<file path="src/rtl/core/i2p_pkg.sv">
// Shared types, constants and functions of the infix to postfix converter.
// Holds the control word layout, the step encoding and character classing.
// No dependencies.
package i2p_pkg;

	localparam int STACK_DEPTH = 16;
	localparam int SP_W = $clog2(STACK_DEPTH);
	localparam int CNT_W = $clog2(STACK_DEPTH + 1);

	localparam logic [7:0] CH_LPAREN = 8'h28;
	localparam logic [7:0] CH_RPAREN = 8'h29;
	localparam logic [7:0] CH_DOT = 8'h2E;
	localparam logic [7:0] CH_PLUS = 8'h2B;
	localparam logic [7:0] CH_MINUS = 8'h2D;
	localparam logic [7:0] CH_STAR = 8'h2A;
	localparam logic [7:0] CH_SLASH = 8'h2F;
	localparam logic [7:0] CH_PCT = 8'h25;
	localparam logic [7:0] CH_BANG = 8'h21;
	localparam logic [7:0] CH_SPACE = 8'h20;

	typedef enum logic [1:0] {
		ERR_NONE = 2'd0,
		ERR_OVERFLOW = 2'd1,
		ERR_UNMATCHED = 2'd2
	} err_t;

	typedef enum logic [4:0] {
		S_IDLE, S_E0, S_E1, S_E2, S_OP, S_PU0, S_PU1, S_OVF, S_R0, S_R1,
		S_R2, S_R3, S_RPOP, S_UNM, S_X0, S_X1, S_X2, S_X3, S_FIN
	} step_t;

	typedef enum logic [2:0] {
		EM_NONE, EM_CHAR, EM_SPACE, EM_TOP, EM_OVF, EM_UNM
	} emit_t;

	typedef enum logic [2:0] {
		CD_NEXT, CD_ALWAYS, CD_EMPTY, CD_FULL, CD_TOP_LP, CD_NO_POP
	} cond_t;

	typedef struct packed {
		emit_t emit;
		logic pop;
		logic push;
		logic clr;
		cond_t cond;
		step_t target;
		logic fin;
	} ctrl_t;

	typedef struct packed {
		ctrl_t cw;
		logic go;
		logic accept;
	} dp_ctrl_t;

	typedef struct packed {
		logic empty;
		logic full;
		logic top_lp;
		logic no_pop;
		logic emit_ok;
		logic pend_valid;
		logic out_free;
	} dp_status_t;

	function automatic logic [1:0] prec(input logic [7:0] c);
		logic [1:0] p;
		p = 2'd3;
		if (c == CH_LPAREN) p = 2'd0;
		else if (c == CH_PLUS || c == CH_MINUS) p = 2'd1;
		else if (c == CH_STAR || c == CH_SLASH || c == CH_PCT || c == CH_BANG) p = 2'd2;
		return p;
	endfunction

	function automatic logic is_operand(input logic [7:0] c);
		return (c >= 8'h41 && c <= 8'h5A) || (c >= 8'h61 && c <= 8'h7A) ||
			(c >= 8'h30 && c <= 8'h39) || c == CH_DOT;
	endfunction

	function automatic step_t entry_step(input logic [7:0] c, input logic eoe);
		step_t s;
		if (eoe) s = S_E0;
		else if (is_operand(c)) s = S_OP;
		else if (c == CH_LPAREN) s = S_PU0;
		else if (c == CH_RPAREN) s = S_R0;
		else s = S_X0;
		return s;
	endfunction

endpackage

</file>
<file path="src/rtl/core/infix_to_postfix_converter_top.sv">
// Top level of the infix to postfix converter.
// Depends on i2p_pkg, i2p_seq and i2p_dp.
//
// The input channel takes one expression character per transaction, or an end
// flag that drains the operator stack. The output channel gives postfix
// characters one per transaction; run_last marks the last one caused by an input,
// and an error transaction (char_out zero) reports stack overflow or an
// unmatched closing parenthesis, after which the stack is empty.
// A microcoded sequencer runs each input through a short program of steps, and
// the next input can be accepted once the sequencer is back in idle.
// Each input runs its own step program: an operand is emitted at once, an end
// pops and emits every operator, a left parenthesis is pushed unless the stack is
// full, a closing parenthesis pops and emits down to its match and drops it, and
// any other character pops and emits each operator of equal or higher precedence
// and is then pushed; each popped operator is emitted with a separating space.
// A result is held until the next result or the final step, so run_last can mark
// the last one; held results then pass on to the output register.
// A stalled output holds its transaction; the sequencer waits on any step that
// emits, and on its final step, while a result is held and the output is stalled.
// Reset empties the stack and drops any result not yet delivered.
module infix_to_postfix_converter_top import i2p_pkg::*; (
	input logic clk,
	input logic arst_n,
	input logic in_valid,
	output logic in_stall,
	input logic [7:0] char_in,
	input logic end_of_expr,
	output logic out_valid,
	input logic out_stall,
	output logic [7:0] char_out,
	output logic run_last,
	output logic [1:0] error_code
);

	dp_ctrl_t ctl;
	dp_status_t st;

	i2p_seq u_seq (
		.clk(clk),
		.arst_n(arst_n),
		.in_valid(in_valid),
		.char_in(char_in),
		.end_of_expr(end_of_expr),
		.st(st),
		.in_stall(in_stall),
		.ctl(ctl)
	);

	i2p_dp u_dp (
		.clk(clk),
		.arst_n(arst_n),
		.char_in(char_in),
		.ctl(ctl),
		.out_stall(out_stall),
		.st(st),
		.char_out(char_out),
		.run_last(run_last),
		.error_code(error_code),
		.out_valid(out_valid)
	);

endmodule

</file>
<file path="src/rtl/core/i2p_seq.sv">
// Microcode sequencer: step counter, control store and jump selection.
// Uses i2p_pkg; drives i2p_dp through a control struct.
module i2p_seq import i2p_pkg::*; (
	input logic clk,
	input logic arst_n,
	input logic in_valid,
	input logic [7:0] char_in,
	input logic end_of_expr,
	input dp_status_t st,
	output logic in_stall,
	output dp_ctrl_t ctl
);

	step_t step_q;
	step_t step_nxt;
	ctrl_t cw;
	logic blocked;
	logic go;
	logic taken;
	logic accept;

	function automatic ctrl_t rom(input step_t s);
		ctrl_t w;
		w = '{emit: EM_NONE, pop: 1'b0, push: 1'b0, clr: 1'b0, cond: CD_NEXT,
			target: S_IDLE, fin: 1'b0};
		case (s)
			S_E0: begin w.cond = CD_EMPTY; w.target = S_FIN; end
			S_E1: begin w.emit = EM_SPACE; end
			S_E2: begin w.emit = EM_TOP; w.pop = 1'b1; w.cond = CD_ALWAYS; w.target = S_E0; end
			S_OP: begin w.emit = EM_CHAR; w.cond = CD_ALWAYS; w.target = S_FIN; end
			S_PU0: begin w.cond = CD_FULL; w.target = S_OVF; end
			S_PU1: begin w.push = 1'b1; w.cond = CD_ALWAYS; w.target = S_FIN; end
			S_OVF: begin
				w.emit = EM_OVF; w.clr = 1'b1; w.cond = CD_ALWAYS; w.target = S_FIN;
			end
			S_R0: begin w.cond = CD_EMPTY; w.target = S_UNM; end
			S_R1: begin w.cond = CD_TOP_LP; w.target = S_RPOP; end
			S_R2: begin w.emit = EM_SPACE; end
			S_R3: begin w.emit = EM_TOP; w.pop = 1'b1; w.cond = CD_ALWAYS; w.target = S_R0; end
			S_RPOP: begin w.pop = 1'b1; w.cond = CD_ALWAYS; w.target = S_FIN; end
			S_UNM: begin
				w.emit = EM_UNM; w.clr = 1'b1; w.cond = CD_ALWAYS; w.target = S_FIN;
			end
			S_X0: begin w.emit = EM_SPACE; end
			S_X1: begin w.cond = CD_NO_POP; w.target = S_PU0; end
			S_X2: begin w.emit = EM_TOP; w.pop = 1'b1; end
			S_X3: begin w.emit = EM_SPACE; w.cond = CD_ALWAYS; w.target = S_X1; end
			S_FIN: begin w.fin = 1'b1; end
			default: begin end
		endcase
		return w;
	endfunction

	always_comb begin
		cw = rom(step_q);
		blocked = (cw.emit != EM_NONE && !st.emit_ok) ||
			(cw.fin && st.pend_valid && !st.out_free);
		go = (step_q != S_IDLE) && !blocked;
		case (cw.cond)
			CD_ALWAYS: taken = 1'b1;
			CD_EMPTY: taken = st.empty;
			CD_FULL: taken = st.full;
			CD_TOP_LP: taken = st.top_lp;
			CD_NO_POP: taken = st.no_pop;
			default: taken = 1'b0;
		endcase
	end

	always_comb begin
		step_nxt = step_q;
		if (step_q == S_IDLE) begin
			if (accept) step_nxt = entry_step(char_in, end_of_expr);
		end else if (go) begin
			if (cw.fin) step_nxt = S_IDLE;
			else if (taken) step_nxt = cw.target;
			else step_nxt = step_t'(step_q + 5'd1);
		end
	end

	always_comb begin
		in_stall = (step_q != S_IDLE);
		accept = in_valid && !in_stall;
		ctl.cw = cw;
		ctl.go = go;
		ctl.accept = accept;
	end

	always_ff @(posedge clk or negedge arst_n) begin
		if (!arst_n) step_q <= S_IDLE;
		else step_q <= step_nxt;
	end

endmodule

</file>
<file path="src/rtl/core/i2p_dp.sv">
// Datapath: operator stack, current character, held result and output register.
// Uses i2p_pkg; steered by the control struct from i2p_seq.
module i2p_dp import i2p_pkg::*; (
	input logic clk,
	input logic arst_n,
	input logic [7:0] char_in,
	input dp_ctrl_t ctl,
	input logic out_stall,
	output dp_status_t st,
	output logic [7:0] char_out,
	output logic run_last,
	output logic [1:0] error_code,
	output logic out_valid
);

	logic [7:0] stack_q [STACK_DEPTH];
	logic [CNT_W-1:0] count_q;
	logic [7:0] char_q;
	logic [7:0] pend_char_q;
	err_t pend_err_q;
	logic pend_valid_q;
	logic [7:0] out_char_q;
	logic out_last_q;
	err_t out_err_q;
	logic out_valid_q;

	logic [7:0] top;
	logic [SP_W-1:0] top_idx;
	logic [7:0] em_char;
	err_t em_err;
	logic do_emit;
	logic do_flush;
	logic out_free;

	always_comb begin
		top_idx = SP_W'(count_q - CNT_W'(1));
		top = stack_q[top_idx];
		out_free = !out_valid_q || !out_stall;
		st.empty = (count_q == '0);
		st.full = (count_q == CNT_W'(STACK_DEPTH));
		st.top_lp = (top == CH_LPAREN);
		st.no_pop = st.empty || (prec(char_q) > prec(top));
		st.emit_ok = !pend_valid_q || out_free;
		st.pend_valid = pend_valid_q;
		st.out_free = out_free;
		em_char = 8'd0;
		em_err = ERR_NONE;
		case (ctl.cw.emit)
			EM_CHAR: em_char = char_q;
			EM_SPACE: em_char = CH_SPACE;
			EM_TOP: em_char = top;
			EM_OVF: em_err = ERR_OVERFLOW;
			EM_UNM: em_err = ERR_UNMATCHED;
			default: em_char = 8'd0;
		endcase
		do_emit = ctl.go && (ctl.cw.emit != EM_NONE);
		do_flush = ctl.go && ctl.cw.fin && pend_valid_q;
	end

	always_ff @(posedge clk) begin
		if (ctl.accept) char_q <= char_in;
		if (ctl.go && ctl.cw.push) stack_q[count_q[SP_W-1:0]] <= char_q;
		if (do_emit) begin
			pend_char_q <= em_char;
			pend_err_q <= em_err;
		end
		if ((do_emit && pend_valid_q) || do_flush) begin
			out_char_q <= pend_char_q;
			out_err_q <= pend_err_q;
			out_last_q <= do_flush;
		end
	end

	always_ff @(posedge clk or negedge arst_n) begin
		if (!arst_n) begin
			count_q <= '0;
			pend_valid_q <= 1'b0;
			out_valid_q <= 1'b0;
		end else begin
			if (ctl.go) begin
				if (ctl.cw.clr) count_q <= '0;
				else if (ctl.cw.push) count_q <= count_q + CNT_W'(1);
				else if (ctl.cw.pop) count_q <= count_q - CNT_W'(1);
			end
			if (do_emit) pend_valid_q <= 1'b1;
			else if (do_flush) pend_valid_q <= 1'b0;
			if ((do_emit && pend_valid_q) || do_flush) out_valid_q <= 1'b1;
			else if (!out_stall) out_valid_q <= 1'b0;
		end
	end

	assign char_out = out_char_q;
	assign run_last = out_last_q;
	assign error_code = out_err_q;
	assign out_valid = out_valid_q;

endmodule

</file>
<file path="config.mk">
export PLATFORM = sky130hd
export DESIGN_NAME = infix_to_postfix_converter_top
export DESIGN_NICKNAME = d
export VERILOG_FILES = /design/src/rtl/core/i2p_pkg.sv /design/src/rtl/core/infix_to_postfix_converter_top.sv /design/src/rtl/core/i2p_seq.sv /design/src/rtl/core/i2p_dp.sv
export SDC_FILE = /design/constraint.sdc
export NUM_CORES = 1
export LEC_CHECK = 0
export ABC_AREA = 1
export ABC_CLOCK_PERIOD_IN_PS = 3700
export BUFFER_PORTS_ARGS = -buffer_cell sky130_fd_sc_hd__buf_2
export CELL_PAD_IN_SITES_DETAIL_PLACEMENT = 0
export CELL_PAD_IN_SITES_GLOBAL_PLACEMENT = 1
export CORE_ASPECT_RATIO = 1.4
export CORE_UTILIZATION = 50
export DETAILED_ROUTE_END_ITERATION = 7
export GPL_TIMING_DRIVEN = 0
export PLACE_DENSITY_LB_ADDON = 0.1
export SLEW_MARGIN = 20
export SYNTH_ARGS = -nofsm -noshare
export SYNTH_HDL_FRONTEND = slang
export SYNTH_HIERARCHICAL = 1
export SYNTH_SLANG_ARGS = --single-unit
</file>
<file path="constraint.sdc">
create_clock -name clk -period 3.7 [get_ports clk]
set_input_delay 0.185 -clock clk [delete_from_list [all_inputs] [get_ports clk]]
set_output_delay 0.185 -clock clk [all_outputs]
set_load 0.05 [all_outputs]
</file>
==> run metrics <==
Fin Clk Skew 0.01142 ns; DP HPWL 14.18 mm; CTS tree built; Avg Cell Area, Syn 10.35 um2; mapped cell area 8020 um2; crit path setup slack, layout 0.1099 ns; CTS sink count 169; DRT iter0 DRCs 355; Mapped Nets 799; pre-CTS setup slack -0.6160 ns; M3 GR Usage 0.03689; Hold Crit Start char_in[1]; normalized max-slew margin 0.2922; Max IR drop VDD 0.7643 mV; FP Rows 54; Critical Path RT 3.74 ns; Fillers 1312; WL final 20.92 mm; H-tree depth 4; final hold violation count 0; Initial Util 0.5139; placed insts 996; total vias in the final route 5910; synthesis-to-finish area growth 18.74%; R2R Path Start u_seq/step_q[1]$_DFFE_PN0P_; Num CTS Buffers 17; Reg2Reg Setup Slack 0.11 ns; worst setup path class reg -> reg; Max Freq 278.5 MHz; Leakage 0.003770 uW; Clk pin slew, worst setup/hold paths 0.06 ns; gpl congestion 0.8620; Root Buffer clkbuf_16; core region area 15610 um2; grt met1 use 0.3091; Hold/Removal Path Class in -> reg; Worst R2R Path Depth 16; worst-margin pin slew 1.062 ns; critical path startpoint category flip-flop; pin count of the biggest net entering global routing 21; chip width 109.0 um; Non-Filler Instances 1047; first-pass GRT wire length 31.65 mm; drt drc 0; IO Pins 26; run status completed; RR Endpoint u_dp/stack_q[8][0]$_DFFE_PP_; TritonRoute pass-1 iters 5; busiest grt layer met2; setup violators final 0; post-layout min period 3.590 ns; crit path max fanout 8; number of global-route vias before repair 5746; routed vias/inst 5.645; Mapped Cells 775; Avg WL per Cell 19.98 um; Die Footprint 16560 um2; WHS Endpoint u_dp/char_q[1]$_DFFE_PP_; Slew Limit Fails 0; met2 usage 0.4771; Die H 151.9 um; Pwr Density 1036 nW/um2; GRT overflow 0; critical path startpoint u_seq/step_q[1]$_DFFE_PN0P_; initial antenna violation count 0; Ys Warns 6; max cap viols 0; Final period util 0.9703; cell count of the worst hold path 1; Setup crit end kind flip-flop; nets 863; RSZ-0062 raised after global routing true; IO Port Bufs 25; Clock Tree Buf Depth 2; GRT Overall Usage 0.2643; Worst EP arrival 3.63 ns; clk_lat worst skew 0.42 ns; Detail Route Antenna Nets 0; share of layout cells above drive strength 1 0.2327; Ant. Diodes 0
per-layer routing:
metal / vias up / part of all wire
met5: - / 0
met4: 0 / 0.027
met3: 32 / 0.045
met2: 196 / 0.55
met1: 2896 / 0.38
li1: 2786 / -
how the worst max path moves through the flow:
| stage | endpoint | slack [ns] | depth (start not counted) |
|---|---|---|---|
| 3_3_place_gp | u_seq/step_q[1]$_DFFE_PN0P_ | -0.61 | 28 |
| 4_1_cts | u_seq/step_q[0]$_DFFE_PN0P_ | 0.006 | 26 |
| 5_1_grt | u_dp/stack_q[8][0]$_DFFE_PP_ | -0.07 | 16 |
| 2_1_floorplan | u_seq/step_q[3]$_DFFE_PN0P_ | 0.39 | 28 |
| 3_5_place_dp | u_seq/step_q[0]$_DFFE_PN0P_ | -0.62 | 28 |
| 6_report | u_dp/stack_q[8][0]$_DFFE_PP_ | 0.11 | 16 |
report_power, final:
part / leakage, uW / switching [uW] / internal (uW)
Combinational: 0.00192 / 3560 / 1940
Clock: 0.000284 / 734 / 1060
Sequential: 0.00157 / 127 / 2440
placed cells by master (no fill, tap or decap), types with 20 or more instances in the layout:
cell type,count
nand2_1,168
edfxtp_1,157
nand3_1,102
nor2_1,67
inv_1,53
buf_2,30
nor2_2,24
nand3_2,23
clkbuf_16,21
buf_4,20
critical path, cell delays in order, from the launching register on:
cell      delay [ns]
dfrtp_1         0.44
inv_1           0.09
ha_1            0.23
nand2_1         0.12
inv_1           0.06
nand2_1         0.08
o21ai_0         0.12
nor2_1          0.10
inv_1           0.09
o21bai_2        0.21
nand3b_1        0.24
inv_1           0.10
buf_4           0.14
nand2_1         0.09
inv_1           0.17
nand2_1         0.16
nor2_1          0.77
registers in the layout, indices dropped and copies added (netlist names), 2 cells and up:
register	cells
u_dp/stack_q	128
u_dp/char_out	8
u_dp/char_q	8
u_dp/pend_char_q	8
u_dp/count_q	5
u_seq/step_q	5
u_dp/error_code	2
u_dp/pend_err_q	2
timing repair:
item / in CTS / in global routing
buffers inserted: 2 / 8
pin swaps: 0 / 20
hold buffers: 7 / 0
resized for setup: 17 / 69
setup endpoints to repair: 5 / 95
endpoints found under the hold margin: 18 / 0
gates cloned: 0 / 4
layout make-up:
cell class,count,area [um2],share of cell area
buffer,31,300.3,0.03153
clock buffer,18,429.2,0.04507
clock inverter,13,166.4,0.01747
inverter,64,257.7,0.02707
multi-input combinational,510,2739,0.2876
sequential,169,5015,0.5266
tap,196,245.2,0.02575
timing repair buffer,46,370.4,0.03889
metrics by stage:
step | total power, uW | utilization | setup TNS (ns) | cell area (um2) | hold slack, ns
after floorplan | 5807 | - | 0 | 8020 | -0.1106
after global placement | 6993 | 0.5376 | -2.947 | 8391 | 0.1045
after detailed placement | 7052 | 0.5376 | -2.936 | 8391 | 0.1057
after CTS | 8997 | 0.5838 | 0 | 9111 | 0.01001
after global routing | 10430 | 0.6101 | -1.173 | 9523 | 0.02284
final | 9870 | 0.6101 | 0 | 9523 | 0.01187
No activity file was read; power rests on OpenSTA's default activity.
